$ cat src/hdl/pcc_pkg.sv
package pcc_pkg;

  localparam int COORD_BITS_DEF   = 16;
  localparam int MAX_VERTICES_DEF = 4096;
  localparam int TURN_W           = 13;
  localparam int OUT_DATA_W       = 32;
  localparam int QUEUE_DEPTH      = 4;
  // vertices carried per queue entry: older, newer, current, first, second
  localparam int VTX_PER_ENTRY    = 5;
  localparam int TRIPLES          = 3;

  typedef struct packed {
    logic has_mid;  // the running triple ending at this vertex is valid
    logic last;     // closing vertex of the polygon
    logic few_vtx;  // polygon has three or fewer vertices
  } item_flags_t;

endpackage

$ cat src/hdl/pcc_queue.sv
module pcc_queue #(
  parameter int WIDTH = 8,
  parameter int DEPTH = pcc_pkg::QUEUE_DEPTH
) (
  input  logic             clk,
  input  logic             rst,
  input  logic             push,
  input  logic [WIDTH-1:0] wr_data,
  input  logic             pop,
  output logic [WIDTH-1:0] rd_data,
  output logic             empty,
  output logic             full
);
  import pcc_pkg::*;

  localparam int AW = (DEPTH > 1) ? $clog2(DEPTH) : 1;
  localparam int CW = $clog2(DEPTH + 1);
  localparam logic [AW-1:0] LAST_IDX = AW'(DEPTH - 1);
  localparam logic [CW-1:0] DEPTH_C  = CW'(DEPTH);

  logic [WIDTH-1:0] mem [DEPTH];
  logic [AW-1:0]    wptr, rptr;
  logic [CW-1:0]    count;
  logic             do_push, do_pop;

  assign empty   = (count == '0);
  assign full    = (count == DEPTH_C);
  assign do_push = push && !full;
  assign do_pop  = pop && !empty;
  assign rd_data = mem[rptr];

  always_ff @(posedge clk) begin
    if (do_push) begin
      mem[wptr] <= wr_data;
    end
  end

  always_ff @(posedge clk) begin
    if (rst) begin
      wptr  <= '0;
      rptr  <= '0;
      count <= '0;
    end else begin
      if (do_push) begin
        wptr <= (wptr == LAST_IDX) ? '0 : wptr + AW'(1);
      end
      if (do_pop) begin
        rptr <= (rptr == LAST_IDX) ? '0 : rptr + AW'(1);
      end
      if (do_push && !do_pop) begin
        count <= count + CW'(1);
      end else if (do_pop && !do_push) begin
        count <= count - CW'(1);
      end
    end
  end

endmodule

$ cat config.mk
export PLATFORM = sky130hd
export DESIGN_NAME = pcc_queue
export DESIGN_NICKNAME = d
export VERILOG_FILES = /design/src/hdl/pcc_pkg.sv /design/src/hdl/pcc_queue.sv
export SDC_FILE = /design/constraint.sdc
export NUM_CORES = 1
export LEC_CHECK = 0
export CORE_ASPECT_RATIO = 2
export CORE_MARGIN = 2
export CORE_UTILIZATION = 50
export DETAILED_ROUTE_END_ITERATION = 8
export DONT_BUFFER_PORTS = 1
export GPL_TIMING_DRIVEN = 1
export SYNTH_ARGS = -nofsm -noshare
export SYNTH_HDL_FRONTEND = slang
export SYNTH_SLANG_ARGS = --single-unit
$ cat constraint.sdc
create_clock -name clk -period 4 [get_ports clk]
set_clock_uncertainty 0.05 [all_clocks]
set_input_delay 0.2 -clock clk [delete_from_list [all_inputs] [get_ports clk]]
set_output_delay 0.2 -clock clk [all_outputs]
set_load 0.05 [all_outputs]
; After elaboration in Yosys (flattened, before gate mapping)
; Memory sizes are Yosys's and may differ from the RTL's. A register that Yosys moved wholly into a read port is not among the register bits.
; Index checks and enable logic that the tools add are counted.
[totals]
elab_cells = 29
memories = 1
ff_bits = 7
ram_bits = 32
output_inout_bits = 10
inputBits = 12
[mem_list]
columns = name, depth, width, read_ports, rd_clocked_by_memory_dff, wr, line_no
row1 = mem, 4, 8, 1, 1, 1, pcc_queue.sv:21  ; logic [WIDTH-1:0] mem [DEPTH];
[classes]
mux = 8
n_eq_ne = 3
reduce_logical = 10
n_addsub = 4
[ops]
columns = operator, n
row1 = $mux 2, 4
row2 = $mux 3, 2
row3 = $add 2x1->2 const B, 2
row4 = $eq 2x2->1 const B, 2
row5 = $logic_and 1x1->1, 4
row6 = $logic_not 1->1, 4
row7 = $add 3x1->3 const B, 1
row8 = $eq 3x3->1 const B, 1
row9 = $logic_not 3->1, 1
row10 = $sub 3x1->3 const B, 1
row11 = $mux 1, 2
row12 = $reduce_bool 2->1, 1

; Logic depth before layout (Yosys ltp)
; Gate-level depths: netlist of run 1.
[logic_depth]
ltp_word = 7
mapped_depth = 10

; Worst setup path after synthesis of run 1
; Ideal clock, no wire load.
[synth_path]
path_type = reg-to-reg
startpoint = register count[0]
endpoint = register count[2]
path_stages_with_launch = 11
t_arrival_ps = 2188
path_slack_ps = 1692
path_cell_list = dfxtp_1 > or3b_1 > buf_6 > clkinv_4 > nor2_2 > ha_1 > inv_1 > fa_1 > xor2_1 > or3_2 > a21oi_1
[synth_between]
elab_chain_cells = 6
[synth_lines]
columns = item, line_no
row1 = from (decl), pcc_queue.sv:23  ; logic [CW-1:0] count;
row2 = from (signal assigned), pcc_queue.sv:51  ; count <= count + CW'(1);
row3 = from (signal assigned), pcc_queue.sv:53  ; count <= count - CW'(1);
row4 = $eq 3x3->1 (*), pcc_queue.sv:27  ; assign full = (count == DEPTH_C);
row5 = net full, pcc_queue.sv:12  ; output logic full
row6 = $logic_not 1->1 (*), pcc_queue.sv:28  ; assign do_push = push && !full;
row7 = $logic_and 1x1->1 (*), pcc_queue.sv:28
row8 = net do_push, pcc_queue.sv:24  ; logic do_push, do_pop;
row9 = $logic_not 1->1, pcc_queue.sv:52  ; end else if (do_pop && !do_push) begin
row10 = $logic_and 1x1->1, pcc_queue.sv:52
row11 = $reduce_bool 2->1 (no line), n/a
; The timed path passes the listed nets; every way through them passes the cells marked *. The select of a mux whose other input is x is not followed.
; A chain may end at the register's enable or synchronous reset.

; Final worst setup path of run 1
; Ends and elaborated chain as after synthesis.

==> flow_metrics.tcl, run 1 <==
set metrics [dict create \
    slew_violations 0 \
    gp_congestion 0.660 \
    worst_pin_slew_ns 0.540 \
    grt_pass1_wl_um 3950 \
    dieArea_sq_um 3790 \
    route.detailed.drc 0 \
    vias_per_cell 5.62 \
    area_delta_synth_final_pct 14.4 \
    top_usage_layer "met2" \
    cts-hold-fix-buffers 9 \
    ant_nets 0 \
    postCtsSetupRepairBufs 0 \
    grt_start_max_net_pins 14 \
    yosysWarnings 0 \
    post_drt_wl_per_cell_um 18.0 \
    core_sq_um 3160 \
    status "completed" \
    synth_top_area_cell "edfxtp_1" \
    syn_area_per_cell_sq_um 17.9 \
    holdPathStages 2 \
    drive_above_1_share_pct 24.5 \
    utilization_pct 59.6 \
    max_slew_margin_pct 64.0 \
    rows 29 \
    period_needed_ns 2.55 \
    fin_setup_tns_ns 0 \
    worstPathArrival_ns 2.73 \
    use_met3_pct 5.11 \
    finalSetupViolCount 0 \
    htreeDepth 2 \
    clk_path_buf_depth 2 \
    totalPowerFinal_mw 1.28 \
    cts_tree "built" \
    critPathKind "flop to flop" \
    cts.clk_slew.worst_paths_ns 0.07 \
    grt_pass1_vias 793 \
    synth_area_sq_um 1650 \
    grt_overflow 0 \
    path_cells "or3b_1 -> clkinv_4 -> nor2_2 -> ha_1 -> inv_1 -> fa_1 -> xor2_1 -> or3_2 -> a21oi_1" \
    design_area_sq_um 1880 \
    synth_edf_count 32 \
    antenna_found_initial 0 \
    portBuffers 0 \
    slowest_stage "dfxtp_1" \
    cts_root_buffer "clkbuf_8" \
    cts_resized 0 \
    nFillCells 244 \
    drtIter0Drc 25 \
    rsz0062_at_grt "no" \
    die_y_um 85.1 \
    critical_path_peak_fanout 7 \
    numCtsBuffers 5 \
    ys.flop_type "edfxtp_1" \
    period_share_pct 63.8 \
    first_pass_iters 4 \
    layout.nets 124 \
    synth_top_cells_by_count "edfxtp_1 (32), dfxtp_1 (9), mux4_2 (8), ha_1 (6)" \
    wirelength_um 2460 \
    io_pins 22 \
    synth_fp_nets 111 \
    die_x_um 44.6 \
    cp-end-kind "flop" \
    met1_usage_pct 15.4 \
    clock_sinks 41 \
    async_flop_share_pct 0 \
    vias 770 \
    startpoint_type "flop" \
    ys_ff_latch 41 \
    yosysMostFrequentCell "edfxtp_1" \
    hold_path.class "input pin to flop" \
    worstSkewPairLatency_ns 0.29 \
    maxCapViolCount 0 \
    leakagePower_nw 0.669 \
    p_per_area_nw_per_um2 679 \
    hold_viol 0 \
    ir_drop_v 0.000426 \
    diodes 0 \
    gr-usage-met2_pct 26.2 \
    dpl_cell_area_sq_um 1670 \
    synth_top_area_share_pct 58.4 \
    grt.total_usage_pct 15.6 \
    synth.area.top_cells "edfxtp_1 (58%), dfxtp_1 (11%), mux4_2 (11%), ha_1 (4.6%), and3_2 (1.8%)" \
    cp.required_ns 4.18 \
    clock.fmax_ghz 0.392 \
    synth_cell_types 26 \
    initial_core_util_pct 52.1 \
    synthCells 92 \
    reg2reg_depth 9 \
    slowest_delay_ns 0.45 \
    synth_seq_area_share_pct 69.4 \
    post-dp-hpwl_um 1740 \
]
-- registers in the layout, summed over array words and instances (netlist names), named ones only --
register and count:
wptr 2, mem 32, count 3, rptr 2
-- cell type report --
type	count	area (sq um)	area share (%)
flip-flops and latches	41	1140	60.6
multi-input cells	42	457	24.3
clock buffers	7	119	6.32
repair buffers	10	97.6	5.19
well taps	31	38.8	2.06
inverters	5	23.8	1.26
clock inverters	1	5.00	0.266
-- path summary, 6_finish.rpt --
kind | startpoint | to | slack (ns)
max reg2reg | count[0] | count[2] | 1.45
min reg2reg | rptr[0] | rptr[0] | 0.45
max | count[0] | count[2] | 1.45
min | push | wptr[1] | 0.02
-- cells in the final DEF, fill, tap and decap left out, types with 2 or more instances in the layout --
master         Yosys  routed
a21oi_1            3       3
nand3_1            2       2
clkbuf_8           0       5
dlygate4sd3_1      0       9
clkbuf_16          0       2
xor2_1             2       2
edfxtp_1          32      32
mux2i_1            2       2
nor2_1             3       3
nor3_1             2       2
dfxtp_1            9       9
o31ai_2            2       2
inv_1              4       4
and3_2             4       4
mux4_2             8       8
ha_1               6       6
-- critical path: cells and delay by family, from the launching register on --
kind | cells | cell delay, ns
xor gates and xnor gates | 1 | 0.16
and+or+nand+nor | 3 | 0.88
adders and majority gates | 2 | 0.57
buffers and inverters | 2 | 0.25
DFF | 1 | 0.45
AOI/OAI and AO/OA | 1 | 0.14
-- per-layer routing --
layer / vias to the layer above / routed length, um
met4: 0 / 71
li1: 374 / -
met2: 22 / 1430
met5: - / 0
met3: 6 / 126
met1: 368 / 834
-- cell families (layout without fill, tap and decap cells) --
group	count (synthesis)	in the layout	synth area share, %
fa+ha+maj	7	7	5.78
flops	41	41	69.4
xor+xnor	2	2	1.06
compound gates	7	7	3.04
buf+inv	9	23	2.89
simple gates	16	16	5.70
mux	10	10	12.2
-- power by group --
part | switching [mW] | internal [mW] | total (mW)
clock network | 0.136 | 0.197 | 0.334
logic | 0.250 | 0.124 | 0.374
registers | 0.0505 | 0.519 | 0.570
-- through the flow --
| step | hold slack [ns] | std cells | setup WS [ns] |
|---|---|---|---|
| floorplan | 0.249 | 92 | 1.69 |
| global placement | 0.221 | 120 | 1.53 |
| detailed placement | 0.225 | 120 | 1.44 |
| CTS | 0.0135 | 137 | 1.43 |
| global route | 0.0140 | 137 | 1.22 |
| finish | 0.0200 | 137 | 1.45 |
No activity file was read; power rests on OpenSTA's default activity.
==> run 2, diff against run 1 <==
==> constraint.sdc (replaced) <==
create_clock -name clk -period 2.5 [get_ports clk]
set_clock_uncertainty 0.05 [all_clocks]
set_input_delay 0.125 -clock clk [delete_from_list [all_inputs] [get_ports clk]]
set_output_delay 0.125 -clock clk [all_outputs]
set_load 0.05 [all_outputs]
==> flow_metrics.tcl, run 2 (synthesized netlist as in run 1, its figures left out) <==
set metrics [dict create \
    clock_sinks 41 \
    cp-end-kind "flop" \
    antenna_found_initial 0 \
    dieArea_sq_um 3790 \
    ant_nets 0 \
    grt.total_usage_pct 15.3 \
    die_y_um 85.1 \
    drt-met1-wl_um 885 \
    drtIter0Drc 12 \
    largest-register "mem" \
    critical_path_peak_fanout 4 \
    area_delta_synth_final_pct 16.5 \
    wirelength_um 2460 \
    worstPathArrival_ns 2.45 \
    portBuffers 0 \
    dr_wl_met3_um 101 \
    status "completed" \
    hp-start "push" \
    clk_path_buf_depth 2 \
    cp.required_ns 2.67 \
    core_sq_um 3160 \
    vias_per_cell 5.68 \
    reg2reg_depth 8 \
    r2r-start "count[0]" \
    fin_setup_tns_ns 0 \
    numCtsBuffers 5 \
    register_area_sq_um 1140 \
    htreeDepth 2 \
    r2r_end "count[2]" \
    hold_viol 0 \
    hold_ws_ns 0.0531 \
    io_pins 22 \
    grt_overflow 0 \
    hold_path_end "wptr[1]" \
    postCtsSetupRepairBufs 0 \
    worstSkewPairLatency_ns 0.29 \
    gp_congestion 0.662 \
    wl_met2_um 1450 \
    hold_path.class "input pin to flop" \
    drive_above_1_share_pct 27.3 \
    layout.nets 128 \
    path_cells "buf_4 -> o31ai_2 -> ha_1 -> inv_1 -> fa_1 -> xor2_1 -> or3_2 -> a21oi_1" \
    reg.largest.list "mem: 32 flops, count: 3 flops" \
    leakagePower_nw 0.690 \
    die_x_um 44.6 \
    cts_root_buffer "clkbuf_8" \
    largest_reg_flops 32 \
    cts_tree "built" \
    nFillCells 229 \
    ff2ff_setup_slack_ns 0.22 \
    post_drt_wl_per_cell_um 17.5 \
    grt_start_max_net_pins 14 \
    rows 29 \
    vias 801 \
    utilization_pct 60.7 \
    cts.clk_slew.worst_paths_ns 0.08 \
    holdPathStages 3 \
    slowest_stage "or3_2" \
    post-dp-hpwl_um 1690 \
    top_layer_used "met4" \
    maxCapViolCount 0 \
    initial_core_util_pct 52.1 \
    slowest_delay_ns 0.41 \
    grt_pass1_wl_um 3950 \
    ir_drop_v 0.000671 \
    multi_input_comb_area_sq_um 459 \
    grt_pass1_vias 886 \
    rsz0062_at_grt "no" \
    first_pass_iters 4 \
    final_cell_mix "edfxtp_1 (32), dlygate4sd3_1 (10), dfxtp_1 (9), mux4_2 (8), ha_1 (6)" \
    route.detailed.drc 0 \
    layout_commonest_cell "edfxtp_1" \
    critPathKind "flop to flop" \
    p_per_area_nw_per_um2 1080 \
    finalSetupViolCount 0 \
    max_slew_margin_pct 64.4 \
    diodes 0 \
    startpoint_type "flop" \
    slew_violations 0 \
    period_needed_ns 2.28 \
    clock.fmax_ghz 0.439 \
    worst_pin_slew_ns 0.534 \
    period_share_pct 91.2 \
]
-- run 2: per-layer routing --
layer / global-route usage (%) / vias to the layer above
li1: - / 382
met1: 13.9 / 394
met2: 27.4 / 21
met3: 4.89 / 4
met4: 9.09 / 0
met5: 0 / -
-- run 2: worst max-delay path by stage --
stage                  start       end  slack, ns  cells past startpoint
detailed placement  count[1]  count[2]       0.13                      9
CTS                 count[1]  count[2]       0.11                      9
finish              count[0]  count[2]       0.22                      8
global route        count[1]  count[2]       0.05                      9
floorplan           count[0]  count[2]       0.19                     10
global placement    count[1]  count[2]       0.20                      9
-- run 2: what timing repair did --
item                                   CTS  global route
endpoints found under the hold margin   41             0
gates resized for setup                  0             1
hold buffers                            10             0
setup endpoints to repair                0             1
-- run 2: cell type report --
| type | instances | area share (%) |
|---|---|---|
| Timing Repair Buffer | 14 | 6.79 |
| Multi-Input combinational cell | 42 | 24.0 |
| Clock buffer | 7 | 6.20 |
| Inverter | 5 | 1.24 |
| Sequential cell | 41 | 59.5 |
| Clock inverter | 1 | 0.261 |
| Tap cell | 31 | 2.02 |
-- run 2: where the power goes --
group	internal, mW	total [mW]	switching, mW
sequential	0.831	0.909	0.0778
clock	0.316	0.533	0.217
combinational	0.223	0.631	0.408
total	1.37	2.07	0.703
-- run 2: critical path, delay by kind of cell, from the launching register on --
family | cells | cell delay (ns)
AND/OR/NAND/NOR | 1 | 0.41
XOR/XNOR | 1 | 0.16
buffers and inverters | 2 | 0.22
AO/OA/AOI/OAI | 2 | 0.42
flip-flops | 1 | 0.36
adder cells (fa/ha/maj) | 2 | 0.61
-- run 2: stage by stage --
stage / cell area (sq um) / total power, mW / setup WS (ns) / instances
2_1_floorplan: 1650 / 1.44 / 0.192 / 92
3_3_place_gp: 1690 / 1.53 / 0.198 / 123
3_5_place_dp: 1690 / 1.54 / 0.128 / 123
4_1_cts: 1910 / 2.10 / 0.111 / 141
5_1_grt: 1920 / 2.17 / 0.0456 / 141
6_report: 1920 / 2.07 / 0.221 / 141
