### config.mk
export PLATFORM = sky130hd
export DESIGN_NAME = pcc_front
export DESIGN_NICKNAME = d
export VERILOG_FILES = /design/src/hdl/pcc_pkg.sv /design/src/hdl/pcc_front.sv
export SDC_FILE = /design/constraint.sdc
export NUM_CORES = 1
export LEC_CHECK = 0
export BUFFER_PORTS_ARGS = -buffer_cell sky130_fd_sc_hd__buf_4
export CAP_MARGIN = 20
export CORE_UTILIZATION = 45
export CTS_BUF_LIST = sky130_fd_sc_hd__clkbuf_16
export DETAILED_ROUTE_END_ITERATION = 8
export GPL_TIMING_DRIVEN = 0
export PLACE_DENSITY = 0.74
export SLEW_MARGIN = 20
export SYNTH_ARGS = -nofsm -noshare
export SYNTH_HDL_FRONTEND = slang
export SYNTH_SLANG_ARGS = --single-unit
### constraint.sdc
create_clock -name clk -period 4.8 [get_ports clk]
set_input_delay 0.48 -clock clk [delete_from_list [all_inputs] [get_ports clk]]
set_output_delay 0.48 -clock clk [all_outputs]
set_load 0.03 [all_outputs]
### src/hdl/pcc_pkg.sv
package pcc_pkg;

  localparam int COORD_BITS_DEF   = 16;
  localparam int MAX_VERTICES_DEF = 4096;
  localparam int TURN_W           = 13;
  localparam int OUT_DATA_W       = 32;
  localparam int QUEUE_DEPTH      = 4;
  // vertices carried per queue entry: older, newer, current, first, second
  localparam int VTX_PER_ENTRY    = 5;
  localparam int TRIPLES          = 3;

  typedef struct packed {
    logic has_mid;  // the running triple ending at this vertex is valid
    logic last;     // closing vertex of the polygon
    logic few_vtx;  // polygon has three or fewer vertices
  } item_flags_t;

endpackage

### src/hdl/pcc_front.sv
module pcc_front #(
  parameter int COORD_BITS = pcc_pkg::COORD_BITS_DEF
) (
  input  logic                                            clk,
  input  logic                                            rst,
  input  logic                                            in_valid,
  output logic                                            in_ready,
  input  logic signed [COORD_BITS-1:0]                    in_x,
  input  logic signed [COORD_BITS-1:0]                    in_y,
  input  logic                                            in_last,
  input  logic                                            full,
  output logic                                            push,
  output logic [pcc_pkg::VTX_PER_ENTRY*2*COORD_BITS-1:0]  push_verts,
  output pcc_pkg::item_flags_t                            push_flags
);
  import pcc_pkg::*;

  localparam int VTX_W = 2 * COORD_BITS;
  // vertex count only matters up to four, so it saturates there
  localparam logic [2:0] VT_SAT = 3'd4;

  logic [2:0]       vt;
  logic [VTX_W-1:0] first_v, second_v, older_v, newer_v, cur_v;
  logic             accept;

  assign in_ready = !full;
  assign accept   = in_valid && !full;
  assign cur_v    = {in_y, in_x};

  // a word joins the queue when it closes a triple or closes the polygon
  assign push               = accept && (vt >= 3'd2 || in_last);
  assign push_flags.has_mid = (vt >= 3'd2);
  assign push_flags.last    = in_last;
  assign push_flags.few_vtx = (vt < 3'd3);
  assign push_verts         = {second_v, first_v, cur_v, newer_v, older_v};

  always_ff @(posedge clk) begin
    if (rst) begin
      vt <= '0;
    end else if (accept) begin
      if (in_last) begin
        vt <= '0;
      end else if (vt != VT_SAT) begin
        vt <= vt + 3'd1;
      end
    end
  end

  always_ff @(posedge clk) begin
    if (accept) begin
      if (vt == 3'd0) begin
        first_v <= cur_v;
      end
      if (vt == 3'd1) begin
        second_v <= cur_v;
      end
      older_v <= newer_v;
      newer_v <= cur_v;
    end
  end

endmodule

* Word level (Yosys, flattened, before mapping)
Index checks and enable logic that the tools add are counted.
Operators by class: add/subtract/negate cells 1, $lt $le $gt $ge 2, equal/unequal tests 2, mux-type cells 2, reductions and logical operators 9
Operator list (number):
- $mux W3 | 2
- $reduce_and A2 Y1 | 3
- $add A3 B1 Y3 const B | 1
- $eq A3 B1 Y1 const B | 1
- $ge A3 B2 Y1 const B | 1
- $logic_not A3 Y1 | 1
- $lt A3 B2 Y1 const B | 1
- $ne A3 B3 Y1 const B | 1
- $logic_and A1 B1 Y1 | 2
- $reduce_bool A2 Y1 | 1
- $logic_not A1 Y1 | 1
- $logic_or A1 B1 Y1 | 1
Storage, ports and cells: flip-flop bits (word level) 131, input bits 37, output and inout port bits 165, logic and storage cells 21

* Depth between registers and ports, before layout
Gate-level depths: netlist (run 1).
depth after elaboration 3, depth in mapped cells 5

* Worst setup path before layout (run 1)
No wires, ideal clock.
kind input port to flip-flop, start in full, end reg second_v[0] (enable), library setup time 0.468 ns, data arrival time 3.112 ns, path slack 1.220 ns, stages 3, path buffers 0, cells stage by stage inv_2 > nand2_2 > nor3b_1
Between the ends: longest elaborated chain between the ends 3
RTL lines:
- from (decl) | RTL line pcc_front.sv:11 | input logic full,
- $logic_not A1 Y1 | RTL line pcc_front.sv:27 | assign accept = in_valid && !full;
- $logic_and A1 B1 Y1 | RTL line pcc_front.sv:27
- $reduce_and A2 Y1 (no source line)
- to (signal assigned) | RTL line pcc_front.sv:55 | second_v <= cur_v;
- to (decl) | RTL line pcc_front.sv:23 | logic [VTX_W-1:0] first_v, second_v, older_v, newer_v, cur_v;
Every way passes these cells. A chain may end at the register's enable or synchronous reset.

* Final worst setup path (run 1)
start in full, end out push
Between the ends: longest elaborated chain between the ends 3
RTL lines:
- $logic_not A1 Y1 | RTL line pcc_front.sv:27
- $logic_and A1 B1 Y1 | RTL line pcc_front.sv:27
- net accept | RTL line pcc_front.sv:24 | logic accept;
- $logic_and A1 B1 Y1 | RTL line pcc_front.sv:31 | assign push = accept && (vt >= 3'd2 || in_last);
- to (decl) | RTL line pcc_front.sv:12 | output logic push,
The timed path passes the listed nets, and every way through them passes these cells.

==> run summary, run 1 <==
row cnt - 35
Die Span Y - 100 um
placed instance area - 6100 um^2
Fin. Hold Viols - 0
PortBufs - 201
DR iter-0 viols - 67
TritonCTS buffer count - 17
xor and xnor area share after synthesis - 0%
RSZ-0062 raised after global routing - false
Required @ worst endpoint - 4320 ps
max cap viols - 0
overall global routing resource usage - 17.7%
run status - complete, no violations
first-pass GRT wire length - 12800 um
post_cts resized - 0
drt total wl - 8750 um
Synth Area per Inst - 22.9 um^2
GR Overflow Total - 0
Reg area - 3900 um^2
Die W - 100 um
Avg Vias per Cell - 4.40
via count - 2463
crit path max-delay cell type - inv_4
Buf+Inv Stages, Crit Path - 5
Initial Util - 46.7%
Routed Antenna Nets - 0
root buffer cell - clkbuf_16
Area growth syn-to-layout - 55.2%
Compound-Gate Fraction of Synth Area - 1.85%
most common cell after layout, fill and taps aside - buf_4
largest family of logic cells by synthesized area - buffers and inverters
Core ar. - 9280 um^2
worst-case clock buffer depth - 2
crit-path most repeated cell - buf_4
Yosys Warn Count - 0
Reg clk slew, reported paths - 60 ps
vias in the first global route - 2364
io pins - 202
largest net degree at the start of global routing - 38
endpoints failing setup - 0
Leakage - 2.78 nW
n_diodes - 0
Synth Instances - 189
layout cells sized above 1 - 65.4%
Netlist cell types - 20
routed length per instance - 15.6 um
routability cong. - 0.755
area occupied by multi-input gates - 165 um^2
DP HPWL - 6150 um
flops & latches, synth - 131
postcts setup bufs - 0
Worst Hold Class - primary input to flop
final cell count without fillers - 560
# fillers - 591
total placed cells including tap cells - 528
htree depth - 4
worst path cell trace - buf_4 -> inv_2 -> nand2_2 -> inv_4 -> buf_12 -> o21a_1 -> buf_4
Nets - 458
critical path peak fanout - 37
CP Capture Type - output pin
die area - 10000 um^2
proportion of synthesized area in mux cells - 0%
Crit Path Class - primary input to output pin
DR pass1 iterations - 4
max frequency - 0.460 GHz
initial antenna violation count - 0
crit path launch type - primary input
Mapped Nets - 229
Cell Area, Synth - 4340 um^2
cell family with most CP delay - buffers and inverters
clock skew - 8.13 ps
commonest cells after routing, fill and taps aside - buf_4 (241), edfxtp_1 (128), clkbuf_16 (17)
final worst path period need - 2180 ps
Cell Pwr Density - 441 nW/um^2
setup_tns - 0 ps
CTS sink cnt - 131
CTS tree - built
Slew Viols, Final - 0
Skew-Pair Late Insertion Delay - 400 ps
# DRC - 0
Max-Slew Margin vs Limit - 68.5%
worst slew pin tran - 472 ps
crit share post-route - 45.3%
Synth Area in Simple Gates - 0.866%
Finished Cell Area - 6730 um^2
sequential share of the synthesized area - 90.0%
Data arrival, critical path - 1700 ps
crit-path max cell delay - 370 ps
adder-cell area share of the yosys netlist - 0.866%
Max IR drop VDD - 0.000275 V
CTS Hold Bufs - 0
==> where the power goes <==
part	switching, mW	total (mW)	internal, mW
combinational	0.182	0.293	0.111
clock	0.475	1.35	0.876
sequential	0.0163	1.33	1.31
==> cell families after synthesis <==
logic type / count (synthesis)
AO/OA/AOI/OAI: 10
adder cells (fa/ha/maj): 3
buffers and inverters: 39
flip-flops: 131
AND/OR/NAND/NOR: 6
==> flip-flops by register name (all words and copies together) (netlist names) <==
name	flops
first_v	32
newer_v	32
second_v	32
older_v	32
vt	3
==> per-layer routing <==
layer	wire [um]	share of wire, %	vias to the layer above	track usage [%]
met5	0	0	-	0
met1	3400	39	1181	20.4
met2	4630	53	126	30.0
met4	55	0.63	0	5.57
li1	-	-	1152	-
met3	672	7.7	4	7.45
==> cell usage after synthesis <==
cell type	count	share of area [%]
edfxtp_1	128	89
buf_4	33	5.7
a21oi_1	4	0.46
dfxtp_1	3	1.4
ha_1	3	0.87
inv_1	3	0.26
inv_2	2	0.17
a211oi_2	1	0.29
a21o_1	1	0.17
a21oi_2	1	0.20
a311oi_2	1	0.35
a31o_1	1	0.20
buf_6	1	0.26
nand2_2	1	0.14
nand3_1	1	0.12
nand3b_1	1	0.17
nor3_1	1	0.12
nor3b_1	1	0.17
o21a_1	1	0.17
or2_1	1	0.14
==> metrics by stage <==
step                      hold WS, ps  total power [mW]  setup WS (ps)  util (%)
after global placement            431              1.64           -543      64.7
final                             268              2.97           2620      72.5
after detailed placement          435              1.64           2600      65.7
after floorplan                   542              1.51           1220         -
after global routing              258              3.06           2510      72.5
after CTS                         252              3.00           2600      72.5
==> final timing paths <==
path               start            to  slack (ps)  depth (start not counted)
max                 full          push        2620                          7
min                  rst         vt[2]         270                          2
max reg2reg        vt[0]  second_v[17]        2820                          5
min reg2reg  newer_v[17]   older_v[17]         440                          0
==> worst reg2reg max path: stages (launching register included) <==
cell	delay, ps
dfxtp_1	450
ha_1	190
nor3b_2	410
buf_4	260
buf_4	210
buf_6	170
==> cell type report <==
class,count,share of cell area [%]
flip-flops and latches,131,58.0
repair buffers,210,23.7
clock buffers,17,6.32
plain buffers,34,3.85
clock inverters,15,3.01
multi-input cells,19,2.45
well taps,129,2.40
inverters,5,0.316
Note: power is estimated with default switching activity, not from simulation.
==> run 2, diff against run 1 <==
==> constraint.sdc (replaced) <==
create_clock -name clk -period 2.28 [get_ports clk]
set_input_delay 0.228 -clock clk [delete_from_list [all_inputs] [get_ports clk]]
set_output_delay 0.228 -clock clk [all_outputs]
set_load 0.03 [all_outputs]
==> run 2 against run 1 <==
Final cell count shrank 0.36%. Global-route usage grew 0.26 points. Hold slack lost 250 ps. Sequential share of layout area is essentially flat. Utilization is essentially flat. Routed wire length grew 1.7%. Combinational power grew 110%. Power grew 100%. Flip-flop and latch count is the same. Non-clock buffer count shrank 2. Critical path depth shrank 2. Largest cell class unchanged.
==> run summary, run 2 (synthesis results as in run 1) <==
Crit Path Class - flop to flop
hold path startpoint - in_y[8]
endpoints failing setup - 0
drt total wl - 8890 um
worst-case clock buffer depth - 2
run status - complete, no violations
Required @ worst endpoint - 2390 ps
most common cell after layout, fill and taps aside - buf_4
Nets - 456
Initial Util - 46.7%
crit share post-route - 89.2%
crit path max-delay cell type - nor3_4
Max-Slew Margin vs Limit - 41.5%
routability cong. - 0.709
Core ar. - 9280 um^2
GR Overflow Total - 0
layout cells sized above 1 - 65.3%
Die Span Y - 100 um
setup_tns - 0 ps
Final Util - 72.5%
overall global routing resource usage - 17.9%
io pins - 202
die area - 10000 um^2
first-pass GRT wire length - 12800 um
CTS tree - built
Fin Hold WS - 22.3 ps
PortBufs - 201
final worst path period need - 2030 ps
Cell Pwr Density - 898 nW/um^2
DP HPWL - 6220 um
Slew Viols, Final - 0
RSZ-0062 raised after global routing - false
crit-path max cell delay - 730 ps
initial antenna violation count - 0
CTS sink cnt - 131
Worst Hold Class - primary input to flop
max cap viols - 0
CP Capture Type - flop
# DRC - 0
postcts setup bufs - 0
Avg Vias per Cell - 4.46
worst slew pin tran - 875 ps
DR pass1 iterations - 4
critical path peak fanout - 13
row cnt - 35
worst r2r src - vt[0]
max frequency - 0.492 GHz
clock skew - 10.4 ps
Area growth syn-to-layout - 55.1%
worst path cell trace - inv_1 -> ha_1 -> inv_1 -> nor3_4 -> buf_6
crit path launch type - flop
Setup crit start - vt[0]
crit-path most repeated cell - inv_1
via count - 2491
largest net degree at the start of global routing - 46
n_diodes - 0
Reg clk slew, reported paths - 60 ps
root buffer cell - clkbuf_16
Fin. Hold Viols - 0
Max IR drop VDD - 0.000529 V
TritonCTS buffer count - 17
htree depth - 4
routed length per instance - 15.9 um
Routed Antenna Nets - 0
commonest cells after routing, fill and taps aside - buf_4 (234), edfxtp_1 (128), clkbuf_16 (17)
post_cts resized - 0
Leakage - 2.75 nW
DR iter-0 viols - 64
Data arrival, critical path - 2140 ps
Skew-Pair Late Insertion Delay - 400 ps
vias in the first global route - 2341
Die W - 100 um
[run 2: cell types whose count changed in the layout (fill, tap and decap cells not counted), sizes merged]
cell         delta
clkinv          +4
inv             -4
buf             -3
bufinv          -2
clkinvlp        +2
dlygate4sd3     +1
[run 2: what timing repair did]
action,in CTS,in global routing
endpoints found under the setup margin,0,0
hold endpoints to repair,2,0
hold buffers,1,0
[run 2: metrics by stage]
step	std cells	power [mW]	instance area (um^2)	worst slack, ps
after floorplan	189	3.17	4350	9.75
after global placement	519	3.44	6020	-998
after detailed placement	525	3.47	6140	207
after CTS	558	6.11	6730	195
after global routing	558	6.24	6730	91.7
final	558	6.04	6730	246
[run 2: worst max-delay path: cells and delay by family, from the launching register on]
family / cells / cell delay [ps]
and+or+nand+nor: 1 / 730
DFF: 1 / 370
adders and majority gates: 1 / 210
buffers and inverters: 3 / 430
[run 2: final cells by class]
type	count	area (um^2)
Inverter	5	21.3
Buffer	34	259
Fill cell	622	2560
Timing Repair Buffer	208	1620
Multi-Input combinational cell	19	178
Sequential cell	131	3900
Tap cell	129	161
Clock buffer	17	425
Clock inverter	15	156
[run 2: report_power, final]
part	internal (mW)	switching [mW]
clock	1.61	1.01
sequential	2.76	0.0335
combinational	0.241	0.387
[run 2: metal layers]
layer,share of wire [%],global-route usage [%],vias up
li1,-,-,1151
met1,38,20.4,1207
met2,54,30.9,126
met3,7.0,5.78,7
met4,0.93,8.14,0
met5,0,0,-
[run 2: worst paths after layout]
| check | end | slack, ps | cells after the start |
|---|---|---|---|
| max | first_v[8] | 250 | 5 |
| min | first_v[24] | 20 | 1 |
| max reg2reg | first_v[8] | 250 | 5 |
| min reg2reg | older_v[3] | 450 | 0 |
==> run 3, diff against run 2 <==
--- a/config.mk
+++ b/config.mk
@@ -7,11 +7,11 @@
 export LEC_CHECK = 0
 export BUFFER_PORTS_ARGS = -buffer_cell sky130_fd_sc_hd__buf_4
 export CAP_MARGIN = 20
-export CORE_UTILIZATION = 45
+export CORE_UTILIZATION = 30
 export CTS_BUF_LIST = sky130_fd_sc_hd__clkbuf_16
 export DETAILED_ROUTE_END_ITERATION = 8
 export GPL_TIMING_DRIVEN = 0
-export PLACE_DENSITY = 0.74
+export PLACE_DENSITY = 0.52
 export SLEW_MARGIN = 20
 export SYNTH_ARGS = -nofsm -noshare
 export SYNTH_HDL_FRONTEND = slang
==> run 3 against run 2 <==
Combinational power is 0.6% lower. Clock-buffer cell count stayed put. Largest power group unchanged. Register-to-register slack better by 170 ps.
==> run summary, run 3 (synthesis results as in run 1) <==
most common cell after layout, fill and taps aside - buf_4
max cap viols - 0
CTS tree - built
Nets - 457
Fin. Hold Viols - 0
Reg clk slew, reported paths - 50 ps
Worst Hold Class - primary input to flop
crit-path max cell delay - 390 ps
Die Span Y - 122 um
vias in the first global route - 2319
Area growth syn-to-layout - 54.7%
Slew Viols, Final - 0
CTS sink cnt - 131
via count - 2428
Post-Place Worst Slack - 393 ps
worst-case clock buffer depth - 2
crit-path most repeated cell - inv_1
crit path launch type - flop
overall global routing resource usage - 12.1%
initial antenna violation count - 0
switching pwr - 1.30 mW
clock share of power - 40.4%
die area - 14900 um^2
RSZ-0062 raised after global routing - false
DP HPWL - 6620 um
endpoints failing setup - 0
Core ar. - 14000 um^2
Leakage - 2.73 nW
worst path cell trace - inv_1 -> ha_1 -> inv_1 -> nor3_4 -> buf_8 -> buf_6
first-pass GRT wire length - 12700 um
routed length per instance - 15.2 um
GR Overflow Total - 0
largest net degree at the start of global routing - 41
cell family with most CP delay - buffers and inverters
PortBufs - 201
final worst path period need - 1870 ps
max frequency - 0.536 GHz
Required @ worst endpoint - 2390 ps
final worst slack - 413 ps
post_cts resized - 0
DR pass1 iterations - 4
# DRC - 0
Skew-Pair Late Insertion Delay - 400 ps
Cell Pwr Density - 855 nW/um^2
Max IR drop VDD - 0.000387 V
Crit Path Class - flop to flop
Tot Pwr - 5.74 mW
TritonCTS buffer count - 17
Data arrival, critical path - 1970 ps
total placed cells including tap cells - 577
critical path peak fanout - 13
commonest cells after routing, fill and taps aside - buf_4 (234), edfxtp_1 (128), clkbuf_16 (17)
Avg Vias per Cell - 4.00
internal cell power - 4.44 mW
crit share post-route - 81.9%
io pins - 202
layout cells sized above 1 - 63.7%
row cnt - 43
htree depth - 4
switching fraction of total power - 22.6%
crit path max-delay cell type - nor3_4
CP Capture Type - flop
drt total wl - 9220 um
postcts setup bufs - 0
Buf+Inv Stages, Crit Path - 4
Initial Util - 31.0%
clock skew - 7.87 ps
sequential power share - 48.7%
Routed Antenna Nets - 0
Logic pwr share - 10.9%
Die W - 122 um
Max-Slew Margin vs Limit - 69.7%
worst slew pin tran - 455 ps
routability cong. - 0.701
final cell count without fillers - 607
Fin Hold WS - 24.3 ps
run status - complete, no violations
DR iter-0 viols - 91
root buffer cell - clkbuf_16
n_diodes - 0
==> run 3: repair_timing <==
item,4_1_cts,5_1_grt
endpoints found under the hold margin,3,0
hold buffers,1,0
endpoints found under the setup margin,0,0
==> run 3: metal layers <==
metal / global-route usage (%) / part of all wire (%) / vias to the layer above
met2: 20.3 / 52 / 111
li1: - / - / 1143
met3: 4.32 / 7.7 / 13
met4: 6.63 / 1.7 / 0
met5: 0 / 0 / -
met1: 13.2 / 39 / 1161
==> run 3: layout make-up <==
type                       count  area, um^2
buffer                        34         259
clock buffer                  17         425
clock inverter                12        81.3
fill                        1227        7280
inverter                       5        21.3
multi-input combinational     19         178
sequential                   131        3900
tap                          180         225
timing repair buffer         209        1610
==> run 3: worst paths after layout <==
path	cells past startpoint	startpoint	slack (ps)	endpoint
min	1	in_y[0]	20	newer_v[16]
min reg2reg	0	newer_v[10]	450	older_v[10]
max reg2reg	6	vt[0]	410	first_v[13]
max	6	vt[0]	410	first_v[13]
==> run 3: metrics by stage <==
step | setup TNS (ps) | util, % | area (um^2)
finish | 0 | 48.0 | 6710
global route | 0 | 48.0 | 6710
CTS | 0 | 48.0 | 6710
detailed placement | 0 | 44.3 | 6190
global placement | -51990 | 43.5 | 6090
floorplan | 0 | - | 4350
==> run 3: power groups by stage <==
stage / Clock, mW / Combinational, mW / Sequential, mW
finish: 2.32 / 0.623 / 2.79
global placement: 0 / 0.611 / 2.84
CTS: 2.38 / 0.635 / 2.80
floorplan: 0 / 0.154 / 3.02
detailed placement: 0 / 0.633 / 2.84
global route: 2.48 / 0.656 / 2.80
